$ cat config.mk
export PLATFORM = sky130hd
export DESIGN_NAME = swerve_inverse_kinematics
export DESIGN_NICKNAME = d
export VERILOG_FILES = /design/src/rtl/swik_pkg.sv /design/src/rtl/swerve_inverse_kinematics.sv /design/src/rtl/swik_ctrl.sv /design/src/rtl/swik_dp.sv
export SDC_FILE = /design/constraint.sdc
export NUM_CORES = 2
export LEC_CHECK = 0
export BUFFER_PORTS_ARGS = -buffer_cell sky130_fd_sc_hd__buf_2
export CAP_MARGIN = 0
export CORE_MARGIN = 2
export CORE_UTILIZATION = 60
export DETAILED_ROUTE_END_ITERATION = 8
export PLACE_DENSITY = 0.77
export SYNTH_ARGS = -nofsm -noshare
export SYNTH_HDL_FRONTEND = slang
export SYNTH_HIERARCHICAL = 1
export SYNTH_SLANG_ARGS = --single-unit
$ cat constraint.sdc
create_clock -name clk -period 16.6 [get_ports clk]
set_input_delay 3.32 -clock clk [delete_from_list [all_inputs] [get_ports clk]]
set_output_delay 3.32 -clock clk [all_outputs]
set_load 0.03 [all_outputs]
$ cat src/rtl/swik_pkg.sv
package swik_pkg;

  localparam int unsigned CMD_W   = 16;
  localparam int unsigned CFG_W   = 16;
  localparam int unsigned SCL_W   = 18;
  localparam int unsigned VEC_W   = 19;
  localparam int unsigned ROT_W   = 32;
  localparam int unsigned ACC_W   = 20;
  localparam int unsigned SQ_W    = 38;
  localparam int unsigned NSTEP   = 16;
  localparam int unsigned NSQRT   = 19;

  localparam logic [1:0] REG_SPEED_SCALE = 2'd0;
  localparam logic [1:0] REG_WT          = 2'd1;
  localparam logic [1:0] REG_TW          = 2'd2;
  localparam logic [1:0] REG_DEADBAND    = 2'd3;

  typedef struct packed {
    logic signed [CMD_W-1:0] fwd_cmd;
    logic signed [CMD_W-1:0] side_cmd;
    logic signed [CMD_W-1:0] turn_cmd;
  } in_t;

  typedef struct packed {
    logic [15:0] angle_front_left;
    logic [15:0] angle_front_right;
    logic [15:0] angle_back_left;
    logic [15:0] angle_back_right;
    logic [15:0] speed_front_left;
    logic [15:0] speed_front_right;
    logic [15:0] speed_back_left;
    logic [15:0] speed_back_right;
    logic        moving;
  } out_t;

  typedef struct packed {
    logic       in_load;
    logic       mul_en;
    logic [1:0] mul_sel;
    logic       comb_en;
    logic       load_en;
    logic       sq_en;
    logic       step_en;
    logic [4:0] step_idx;
    logic       store_en;
    logic [1:0] mod_idx;
    logic       out_load;
  } cmd_t;

  typedef enum logic [2:0] {
    ST_IDLE,
    ST_MUL,
    ST_COMB,
    ST_LOAD,
    ST_SQ,
    ST_ITER,
    ST_STORE,
    ST_FINISH
  } state_t;

  function automatic logic [ACC_W-1:0] atan_lut(input logic [3:0] i);
    logic [ACC_W-1:0] v;
    unique case (i)
      4'd0:    v = 20'd131072;
      4'd1:    v = 20'd77376;
      4'd2:    v = 20'd40884;
      4'd3:    v = 20'd20753;
      4'd4:    v = 20'd10417;
      4'd5:    v = 20'd5213;
      4'd6:    v = 20'd2607;
      4'd7:    v = 20'd1304;
      4'd8:    v = 20'd652;
      4'd9:    v = 20'd326;
      4'd10:   v = 20'd163;
      4'd11:   v = 20'd81;
      4'd12:   v = 20'd41;
      4'd13:   v = 20'd20;
      4'd14:   v = 20'd10;
      default: v = 20'd5;
    endcase
    return v;
  endfunction

endpackage

$ cat src/rtl/swerve_inverse_kinematics.sv
// Channel   Ports                          Moves
// input     in_valid  in_ready  in_data    one drive command per transfer
// result    out_valid out_ready out_data   four angles, four speeds, moving flag
// config    cfg_we cfg_index cfg_data      one register write per enabled cycle
// An item is taken only after the previous one has been loaded into the output register:
// four multiplies on one shared multiplier, a combine step, then per module a load, a square
// step and the iterations of the 19-step square root running beside the 16-step CORDIC
// vectoring unit, shared by the four modules, then a store, and finally an output load.
// Reset is synchronous: config and control registers return to their defaults and held angles to zero.
// A result waits in the output register; a finished item waits in the finish state until it is taken.
module swerve_inverse_kinematics (
  input  logic                       clk,
  input  logic                       rst_n,
  input  logic                       cfg_we,
  input  logic [1:0]                 cfg_index,
  input  logic [swik_pkg::CFG_W-1:0] cfg_data,
  input  logic                       in_valid,
  output logic                       in_ready,
  input  swik_pkg::in_t              in_data,
  output logic                       out_valid,
  input  logic                       out_ready,
  output swik_pkg::out_t             out_data
);

  swik_pkg::cmd_t cmd;

  swik_ctrl u_ctrl (
    .clk       (clk),
    .rst_n     (rst_n),
    .in_valid  (in_valid),
    .in_ready  (in_ready),
    .out_valid (out_valid),
    .out_ready (out_ready),
    .cmd       (cmd)
  );

  swik_dp u_dp (
    .clk       (clk),
    .rst_n     (rst_n),
    .cfg_we    (cfg_we),
    .cfg_index (cfg_index),
    .cfg_data  (cfg_data),
    .in_data   (in_data),
    .cmd       (cmd),
    .out_data  (out_data)
  );

endmodule

$ cat src/rtl/swik_ctrl.sv
module swik_ctrl (
  input  logic           clk,
  input  logic           rst_n,
  input  logic           in_valid,
  output logic           in_ready,
  output logic           out_valid,
  input  logic           out_ready,
  output swik_pkg::cmd_t cmd
);

  swik_pkg::state_t state_r, state_nxt;
  logic [4:0] cnt_r, cnt_nxt;
  logic [1:0] mod_r, mod_nxt;
  logic       out_valid_r, out_valid_nxt;

  always_ff @(posedge clk) begin
    if (!rst_n) begin
      state_r     <= swik_pkg::ST_IDLE;
      cnt_r       <= '0;
      mod_r       <= '0;
      out_valid_r <= 1'b0;
    end else begin
      state_r     <= state_nxt;
      cnt_r       <= cnt_nxt;
      mod_r       <= mod_nxt;
      out_valid_r <= out_valid_nxt;
    end
  end

  always_comb begin
    state_nxt    = state_r;
    cnt_nxt      = cnt_r;
    mod_nxt      = mod_r;
    cmd          = '0;
    cmd.mul_sel  = cnt_r[1:0];
    cmd.step_idx = cnt_r;
    cmd.mod_idx  = mod_r;
    in_ready     = 1'b0;
    unique case (state_r)
      swik_pkg::ST_IDLE: begin
        in_ready = 1'b1;
        if (in_valid) begin
          cmd.in_load = 1'b1;
          cnt_nxt     = '0;
          state_nxt   = swik_pkg::ST_MUL;
        end
      end
      swik_pkg::ST_MUL: begin
        cmd.mul_en = 1'b1;
        cnt_nxt    = cnt_r + 5'd1;
        if (cnt_r == 5'd3) state_nxt = swik_pkg::ST_COMB;
      end
      swik_pkg::ST_COMB: begin
        cmd.comb_en = 1'b1;
        mod_nxt     = '0;
        state_nxt   = swik_pkg::ST_LOAD;
      end
      swik_pkg::ST_LOAD: begin
        cmd.load_en = 1'b1;
        state_nxt   = swik_pkg::ST_SQ;
      end
      swik_pkg::ST_SQ: begin
        cmd.sq_en = 1'b1;
        cnt_nxt   = '0;
        state_nxt = swik_pkg::ST_ITER;
      end
      swik_pkg::ST_ITER: begin
        cmd.step_en = 1'b1;
        cnt_nxt     = cnt_r + 5'd1;
        if (cnt_r == 5'(swik_pkg::NSQRT - 1)) state_nxt = swik_pkg::ST_STORE;
      end
      swik_pkg::ST_STORE: begin
        cmd.store_en = 1'b1;
        mod_nxt      = mod_r + 2'd1;
        if (mod_r == 2'd3) state_nxt = swik_pkg::ST_FINISH;
        else state_nxt = swik_pkg::ST_LOAD;
      end
      swik_pkg::ST_FINISH: begin
        if (!out_valid_r || out_ready) begin
          cmd.out_load = 1'b1;
          state_nxt    = swik_pkg::ST_IDLE;
        end
      end
      default: state_nxt = swik_pkg::ST_IDLE;
    endcase
    if (cmd.out_load) out_valid_nxt = 1'b1;
    else if (out_ready) out_valid_nxt = 1'b0;
    else out_valid_nxt = out_valid_r;
  end

  assign out_valid = out_valid_r;

endmodule

$ cat src/rtl/swik_dp.sv
module swik_dp (
  input  logic                           clk,
  input  logic                           rst_n,
  input  logic                           cfg_we,
  input  logic [1:0]                     cfg_index,
  input  logic [swik_pkg::CFG_W-1:0]     cfg_data,
  input  swik_pkg::in_t                  in_data,
  input  swik_pkg::cmd_t                 cmd,
  output swik_pkg::out_t                 out_data
);

  localparam int unsigned VW = swik_pkg::VEC_W;
  localparam int unsigned RW = swik_pkg::ROT_W;
  localparam int unsigned AW = swik_pkg::ACC_W;
  localparam int unsigned QW = swik_pkg::SQ_W;

  logic [15:0] scale_r, wt_r, tw_r;
  logic [14:0] db_r;
  swik_pkg::in_t in_r;
  logic signed [swik_pkg::SCL_W-1:0] f_r, s_r, rw_r, rt_r;
  logic signed [VW-1:0] a_r, b_r, c_r, d_r;
  logic moving_r;
  logic signed [RW-1:0] cx_r, cy_r;
  logic [AW-1:0] acc_r;
  logic zero_r;
  logic [QW-1:0] sqx_r, n_r, res_r, bit_r;
  logic [15:0] held_r [4];
  logic [15:0] spd_r [4];
  swik_pkg::out_t out_r;

  logic signed [16:0] mop_a, mop_b;
  logic signed [33:0] prod;
  logic signed [VW-1:0] vy, vx;
  logic signed [2*VW-1:0] vsq;
  logic signed [RW-1:0] xs, ys, x0, y0;
  logic [QW-1:0] trial;
  logic [AW-1:0] acc_rnd;
  logic [15:0] ang;
  logic [16:0] spd_raw;

  function automatic logic [VW-1:0] mag(input logic signed [VW-1:0] v);
    return v[VW-1] ? VW'(-v) : VW'(v);
  endfunction

  always_ff @(posedge clk) begin
    if (!rst_n) begin
      scale_r <= 16'd16384;
      wt_r    <= 16'd16384;
      tw_r    <= 16'd16384;
      db_r    <= 15'd1638;
    end else if (cfg_we) begin
      unique case (cfg_index)
        swik_pkg::REG_SPEED_SCALE: scale_r <= cfg_data;
        swik_pkg::REG_WT:          wt_r    <= cfg_data;
        swik_pkg::REG_TW:          tw_r    <= cfg_data;
        swik_pkg::REG_DEADBAND:    db_r    <= cfg_data[14:0];
        default: ;
      endcase
    end
  end

  always_comb begin
    case (cmd.mul_sel)
      2'd0:    mop_a = 17'(in_r.fwd_cmd);
      2'd1:    mop_a = 17'(in_r.side_cmd);
      default: mop_a = 17'(in_r.turn_cmd);
    endcase
    case (cmd.mul_sel)
      2'd2:    mop_b = $signed({1'b0, wt_r});
      2'd3:    mop_b = $signed({1'b0, tw_r});
      default: mop_b = $signed({1'b0, scale_r});
    endcase
    prod = mop_a * mop_b;
  end

  always_comb begin
    case (cmd.mod_idx)
      2'd0:    begin vy = b_r; vx = c_r; end
      2'd1:    begin vy = b_r; vx = d_r; end
      2'd2:    begin vy = a_r; vx = d_r; end
      default: begin vy = a_r; vx = c_r; end
    endcase
    x0 = RW'(vx) <<< 10;
    y0 = RW'(vy) <<< 10;
    vsq = cmd.sq_en ? vy * vy : vx * vx;
    xs = cx_r >>> cmd.step_idx[3:0];
    ys = cy_r >>> cmd.step_idx[3:0];
    trial = res_r + bit_r;
    acc_rnd = acc_r + AW'(8);
    ang = zero_r ? 16'd32768 : acc_rnd[AW-1:4] + 16'd32768;
    spd_raw = res_r[18:2];
  end

  always_ff @(posedge clk) begin
    if (cmd.in_load) in_r <= in_data;
    if (cmd.mul_en) begin
      case (cmd.mul_sel)
        2'd0:    f_r  <= prod[31:14];
        2'd1:    s_r  <= prod[31:14];
        2'd2:    rw_r <= prod[31:14];
        default: rt_r <= prod[31:14];
      endcase
    end
    if (cmd.comb_en) begin
      a_r <= VW'(s_r) - VW'(rw_r);
      b_r <= VW'(s_r) + VW'(rw_r);
      c_r <= VW'(f_r) - VW'(rt_r);
      d_r <= VW'(f_r) + VW'(rt_r);
      moving_r <= (mag(VW'(f_r)) > VW'(db_r)) || (mag(VW'(s_r)) > VW'(db_r)) ||
                  (mag(VW'(in_r.turn_cmd)) > VW'(db_r));
    end
    if (cmd.load_en) begin
      zero_r <= (vx == '0) && (vy == '0);
      sqx_r  <= QW'(unsigned'(vsq));
      if (vx[VW-1]) begin
        cx_r  <= -x0;
        cy_r  <= -y0;
        acc_r <= AW'(1) << (AW-1);
      end else begin
        cx_r  <= x0;
        cy_r  <= y0;
        acc_r <= '0;
      end
    end
    if (cmd.sq_en) begin
      n_r   <= sqx_r + QW'(unsigned'(vsq));
      res_r <= '0;
      bit_r <= QW'(1) << (2*(swik_pkg::NSQRT-1));
    end
    if (cmd.step_en) begin
      if (cmd.step_idx < 5'(swik_pkg::NSTEP)) begin
        if (cy_r > 0) begin
          cx_r  <= cx_r + ys;
          cy_r  <= cy_r - xs;
          acc_r <= acc_r + swik_pkg::atan_lut(cmd.step_idx[3:0]);
        end else begin
          cx_r  <= cx_r - ys;
          cy_r  <= cy_r + xs;
          acc_r <= acc_r - swik_pkg::atan_lut(cmd.step_idx[3:0]);
        end
      end
      if (n_r >= trial) begin
        n_r   <= n_r - trial;
        res_r <= (res_r >> 1) + bit_r;
      end else begin
        res_r <= res_r >> 1;
      end
      bit_r <= bit_r >> 2;
    end
    if (cmd.store_en) begin
      spd_r[cmd.mod_idx] <= spd_raw[16] ? 16'hFFFF : spd_raw[15:0];
    end
    if (cmd.out_load) begin
      out_r.angle_front_left  <= held_r[0];
      out_r.angle_front_right <= held_r[1];
      out_r.angle_back_left   <= held_r[2];
      out_r.angle_back_right  <= held_r[3];
      out_r.speed_front_left  <= spd_r[0];
      out_r.speed_front_right <= spd_r[1];
      out_r.speed_back_left   <= spd_r[2];
      out_r.speed_back_right  <= spd_r[3];
      out_r.moving            <= moving_r;
    end
  end

  always_ff @(posedge clk) begin
    if (!rst_n) begin
      for (int i = 0; i < 4; i++) held_r[i] <= '0;
    end else if (cmd.store_en && moving_r) begin
      held_r[cmd.mod_idx] <= ang;
    end
  end

  assign out_data = out_r;

endmodule

* After elaboration in Yosys (flattened, before gate mapping) *
Memory sizes are Yosys's and may differ from the RTL's. A register that Yosys moved wholly into a read port is not among the register bits.
Index checks and enable logic that the tools add are counted.

cells by class
  add/subtract/negate cells = 23
  multipliers = 3
  magnitude comparators = 6
  equal/unequal tests = 22
  shift operators = 2
  muxes and demuxes = 74
  bitwise gates (word level) = 1
  reduce and logical (&&, ||, !) cells = 31

operator list
  operator                                              number
  2-to-1 mux 32 bit                                     10
  2-to-1 mux 38 bit                                     7
  2-to-1 mux 20 bit                                     11
  2-to-1 mux 19 bit                                     5
  multiplier 19 x 19 -> 38 bit                          2
  2-to-1 mux 35 bit                                     2
  adder 32 bit                                          2
  negator 29 -> 32 bit                                  2
  >>> shifter 32 x 4 -> 32 bit                          2
  subtractor 32 bit                                     2
  > comparator 19 x 15 -> 1 bit                         3
  2-to-1 mux 16 bit                                     3
  adder 18 x 18 -> 19 bit                               2
  adder 37 x 37 -> 38 bit                               1
  adder 38 x 37 -> 38 bit                               1
  adder 38 bit                                          1
  greater-or-equal comparator 38 bit                    1
  zero test 19 bit                                      2
  negator 18 -> 19 bit                                  2
  subtractor 18 x 18 -> 19 bit                          2
  subtractor 38 bit                                     1
  case mux 17 bit (2 select lines)                      1
  > comparator 32 x 1 -> 1 bit (second input constant)  1
  multiplier 17 x 17 -> 32 bit                          1
  39 further kinds                                      95

word-level totals
  register bits = 490
  bits in writable memories = 128
  memory bits (read-only) = 576
  bits of input ports = 71
  word-level logic and storage cells = 196
  memories = 4

memory list
  name             words  width  read ports  clocked after Yosys merged registers in  wr ports  line            text
  (no name shown)  16     18     1           1                                        0         swik_pkg.sv:63  unique case (i)
  (no name shown)  16     18     1           1                                        0         swik_pkg.sv:63
  u_dp.held_r      4      16     4           4                                        4         swik_dp.sv:27   logic [15:0] held_r [4];
  u_dp.spd_r       4      16     4           4                                        1         swik_dp.sv:28   logic [15:0] spd_r [4];

* Logic depth before layout (Yosys ltp) *
  word-level depth = 9
  depth in mapped cells = 47
  gate-level depth less buffers = 44

* By module *
The synthesis kept the hierarchy.

modules (own cells, without submodules)
  module     times used  cells an instance  area an instance (um2)
  swik_dp    1           8140               79243.5
  swik_ctrl  1           81                 668.1

* Least setup slack after synthesis *
No wires, ideal clock.

  kind = flip-flop to flip-flop
  start = register u_ctrl.mod_r[0]
  end = register u_dp.n_r[37]
  setup time = 0.135 ns
  arrival = 10.367 ns
  slack = 6.098 ns
  cell stages (with the launch flop) = 41
  path through = dfxtp_1 > inv_1 > ha_1 > clkbuf_1 > buf_1 > clkbuf_1 > mux2i_1 > nor2_1 > fa_1 > fa_1 > inv_1 > fa_1 > inv_1 > fa_1 > inv_1 > fa_1 > inv_1 > fa_1 > [... 5 more ...] > a2111oi_0 > o31ai_1 > a31o_2 > a21o_1 > a21oi_1 > xor2_1 > o21ai_0 > ha_1 > nand2_1 > a21oi_1 > a221oi_1 > o21ai_0 > a211oi_1 > o31ai_1 > a21oi_1 > xor3_1 > mux2i_1 > mux2i_1

between the ends
  cells in the longest elaborated chain, start to end = 9
  elaborated cells on any way between the ends = 14
  those cells by class = add/sub (1); mul (2); eq/ne (2); mux (6); reduce/logical (3)

RTL lines
  element                                               line             text
  start: declaration                                    swik_ctrl.sv:13  logic [1:0] mod_r, mod_nxt;
  start signal: assignment                              swik_ctrl.sv:25  mod_r <= mod_nxt;
  equality test 2 x 1 -> 1 bit (tied with other cells)  swik_dp.sv:77    case (cmd.mod_idx)
  OR reduction 2 bit (no line)                          n/a
  2-to-1 mux 19 bit                                     swik_dp.sv:77
  multiplier 19 x 19 -> 38 bit                          swik_dp.sv:85    vsq = cmd.sq_en ? vy * vy : vx * vx;
  2-to-1 mux 38 bit *                                   swik_dp.sv:85
  named net u_dp.vsq[30]                                swik_dp.sv:34    logic signed [2*VW-1:0] vsq;
  adder 38 bit *                                        swik_dp.sv:126   n_r <= sqx_r + QW'(unsigned'(vsq));
  2-to-1 mux 38 bit *                                   swik_dp.sv:125   if (cmd.sq_en) begin
  2-to-1 mux 38 bit                                     swik_dp.sv:142   if (n_r >= trial) begin
  2-to-1 mux 38 bit *                                   swik_dp.sv:130   if (cmd.step_en) begin
  end signal: assignment                                swik_dp.sv:126
  end signal: assignment                                swik_dp.sv:143   n_r <= n_r - trial;
  end: declaration                                      swik_dp.sv:26    logic [QW-1:0] sqx_r, n_r, res_r, bit_r;

Mark *: on every way through the listed nets, which the timed path passes. The rest lies on a longest branch.
A chain may end at the register's enable or synchronous reset.

* Worst setup path in the final report *
Ends and elaborated chain as after synthesis.

==> impl_metrics.csv <==
group,metric,value,unit
critical_path,startpoint_type,"flip-flop",
clock_network,cts.sinks,743,
run_status,outcome,"finished clean",
logic_synthesis,syn-instance-count,8221,
timing,finalSetupTns,0,ps
die,core_area,131800,um^2
clock_network,cts_tree,"yes",
final_layout,fin_cells,10130,
global_routing,grt_pass1_vias,61970,
critical_path,path_class,"flip-flop to flip-flop",
timing,clock-skew-final,75.00,ps
drt,drt_iter0_markers,5239,
global_routing,grt_max_degree,93,
clock_network,ctsRootBufferMaster,"clkbuf_16",
min_path,hp-class,"flip-flop to flip-flop",
timing,finalHoldViolCount,0,
global_routing,overflow,0,
placement,dp_worst_setup_slack,4621,ps
clock_network,worstSkewPairLatency,730,ps
timing,rsz0062_at_grt,"false",
clock_network,post_cts_resized,0,
global_routing,grt_use_total,30.78,%
final_layout,drive_above_1_share,7.777,%
placement,place_congestion,0.9790,
logic_synthesis,synth_top_area_share,23.35,%
clock_network,post_cts_buffers,0,
critical_path,crit_top_cell,"fa_1",
die,num_rows,133,
drt,routed_wl,207300,um
critical_path,crit_path_max_fanout,23,
global_routing,antenna_found_initial,7,
critical_path,cp_slowest_cell,"mux2i_1",
placement,port_buffers,201,
clock_network,htree_levels,3,
critical_path,crit_family,"adder cells",
timing,setup_slack,4334,ps
final_layout,syn2layout_area_growth,7.043,%
logic_synthesis,ys_ff_latch,743,
final_layout,final_util,64.90,%
die,fp.dieW,368.9,um
timing,slew_headroom,20.10,%
logic_synthesis,synth_area_leader_cell,"fa_1",
global_routing,grt_pass1_wl,330100,um
drt,drc,0,
logic_synthesis,ys.flop_type,"edfxtp_1",
logic_synthesis,syn_area,79910,um^2
critical_path,required,17140,ps
final_layout,final_cell_mix,"1263 x inv_1, 932 x fa_1, 863 x nand2_1, 658 x ha_1, 626 x nor2_1",
final_layout,layout_commonest_cell,"inv_1",
logic_synthesis,ys_warn_count,6,
drt,ant_nets,0,
die,die_y,368.9,um
final_layout,fillCellCount,10450,
timing,fin_crit_sh,73.89,%
die,start_util,60.63,%
critical_path,cp-end-kind,"flip-flop",
drt,routedWlPerCell,20.46,um
clock_network,path_clk_slew,60,ps
clock_network,cts_buffer_depth,3,
die,num_io_pins,202,
critical_path,crit_buf_inv,6,
clock_network,cts_hold_buf,0,
power_and_ir_drop,p_leak,37.89,nW
die,dieArea,136100,um^2
logic_synthesis,syn-num-nets,9882,
drt,vias,60290,
timing,finalCriticalPeriod,12270,ps
drt,dr.pass1.iters,7,
final_layout,nets,9962,
timing,slew_viol_final,0,
timing,max_freq,81.53,MHz
logic_synthesis,yosysSeqAreaShare,25.45,%
logic_synthesis,yosysUniqueCellTypes,98,
clock_network,cts_made_buffers,82,
logic_synthesis,synth_async_sr_flop_share,0,%
placement,post-place-cells,9972,
logic_synthesis,synth_area_leaders,"fa_1 23%, edfxtp_1 21%, ha_1 10%, inv_1 5.9%, dfxtp_1 4.9%",
flow_run,drv_cap,0,
logic_synthesis,syn_area_per_cell,9.720,um^2
timing,tightest_slew,1168,ps
critical_path,slowest_delay,990,ps
power_and_ir_drop,power_density,100.4,nW/um^2
drt,viasPerCell,5.953,
power_and_ir_drop,total_power,0.008592,W
critical_path,arrival,12810,ps
power_and_ir_drop,ir_drop,251.7,uV
placement,dpl.hpwl,161800,um
timing,setup_viol,0,
logic_synthesis,synth_edf_count,546,
[worst paths after layout]
kind / start / to / slack (ps) / depth (start not counted)
worst max-delay path: u_ctrl/mod_r[0] / u_dp/n_r[37] / 4330 / 39
worst min-delay path: u_dp/held_r[3][15] / u_dp/out_data[80] / 410 / 0
worst max register to register: u_ctrl/mod_r[0] / u_dp/n_r[37] / 4330 / 39
worst min register to register: u_dp/held_r[3][15] / u_dp/out_data[80] / 410 / 0
[kinds of logic (layout without fill, tap and decap cells)]
logic type | Yosys count | count (layout) | share of synthesized area, %
AO/OA/AOI/OAI | 1373 | 1373 | 10.85
XOR/XNOR | 498 | 498 | 5.477
adder cells (fa/ha/maj) | 1590 | 1590 | 33.65
buffers and inverters | 1562 | 1712 | 7.470
flip-flops | 743 | 743 | 25.45
multiplexers | 275 | 275 | 4.782
other | 0 | 2 | 0
AND/OR/NAND/NOR | 2180 | 2180 | 12.32
[Yosys cell counts (all sizes together), types with 8 or more instances]
| master | number |
|---|---|
| a2111oi | 15 |
| a211o | 20 |
| a211oi | 58 |
| a21boi | 65 |
| a21o | 113 |
| a21oi | 426 |
| a311oi | 11 |
| a31o | 23 |
| a31oi | 62 |
| and2 | 69 |
| and3 | 52 |
| and4 | 9 |
| buf | 64 |
| clkbuf | 216 |
| clkinv | 13 |
| dfxtp | 197 |
| edfxtp | 546 |
| fa | 932 |
| ha | 658 |
| inv | 1269 |
| mux2 | 56 |
| mux2i | 141 |
| mux4 | 78 |
| nand2 | 864 |
| nand2b | 55 |
| nand3 | 82 |
| nand3b | 49 |
| nand4 | 41 |
| nor2 | 632 |
| nor2b | 62 |
| nor3 | 100 |
| nor3b | 17 |
| nor4 | 26 |
| o211ai | 33 |
| o21a | 78 |
| o21ai | 293 |
| o21bai | 47 |
| o31a | 8 |
| o31ai | 44 |
| o41ai | 13 |
| or2 | 44 |
| or3 | 61 |
| xnor2 | 333 |
| xor2 | 164 |
[flip-flops by register name (all words and copies together) (netlist names), 32 cells and up]
signal / cells
u_dp/res_r: 38
u_dp/cx_r: 32
u_dp/out_data: 129
u_dp/held_r: 64
u_dp/in_r: 48
u_dp/sqx_r: 37
u_dp/n_r: 38
u_dp/spd_r: 64
u_dp/cy_r: 32
[metrics by stage]
step	hold WS [ps]	cell area [um^2]
floorplan	400.3	79910
global placement	401.0	82590
detailed placement	404.5	82590
CTS	412.2	85530
global route	422.3	85530
finish	414.4	85540
[routing by layer]
layer,wire length [um],global-route usage [%]
met1,79320,38.10
met2,101200,52.38
met3,15410,5.315
met4,11230,14.60
met5,110,0
[layout make-up]
cell class	instances	area [um^2]	share of cell area [%]
Antenna cell	2	5.005	0.005851
Clock buffer	92	2132	2.492
Clock inverter	62	808.3	0.9449
Inverter	1282	4812	5.626
Multi-Input combinational cell	5916	53670	62.74
Sequential cell	743	20350	23.79
Tap cell	1755	2196	2.567
Timing Repair Buffer	276	1569	1.834
[report_power, final]
part	total [W]	internal (W)	switching, W
logic	0.00417	0.00165	0.00252
clock network	0.00196	0.00112	0.000840
registers	0.00246	0.00232	0.000138
No activity file was read; power rests on OpenSTA's default activity.
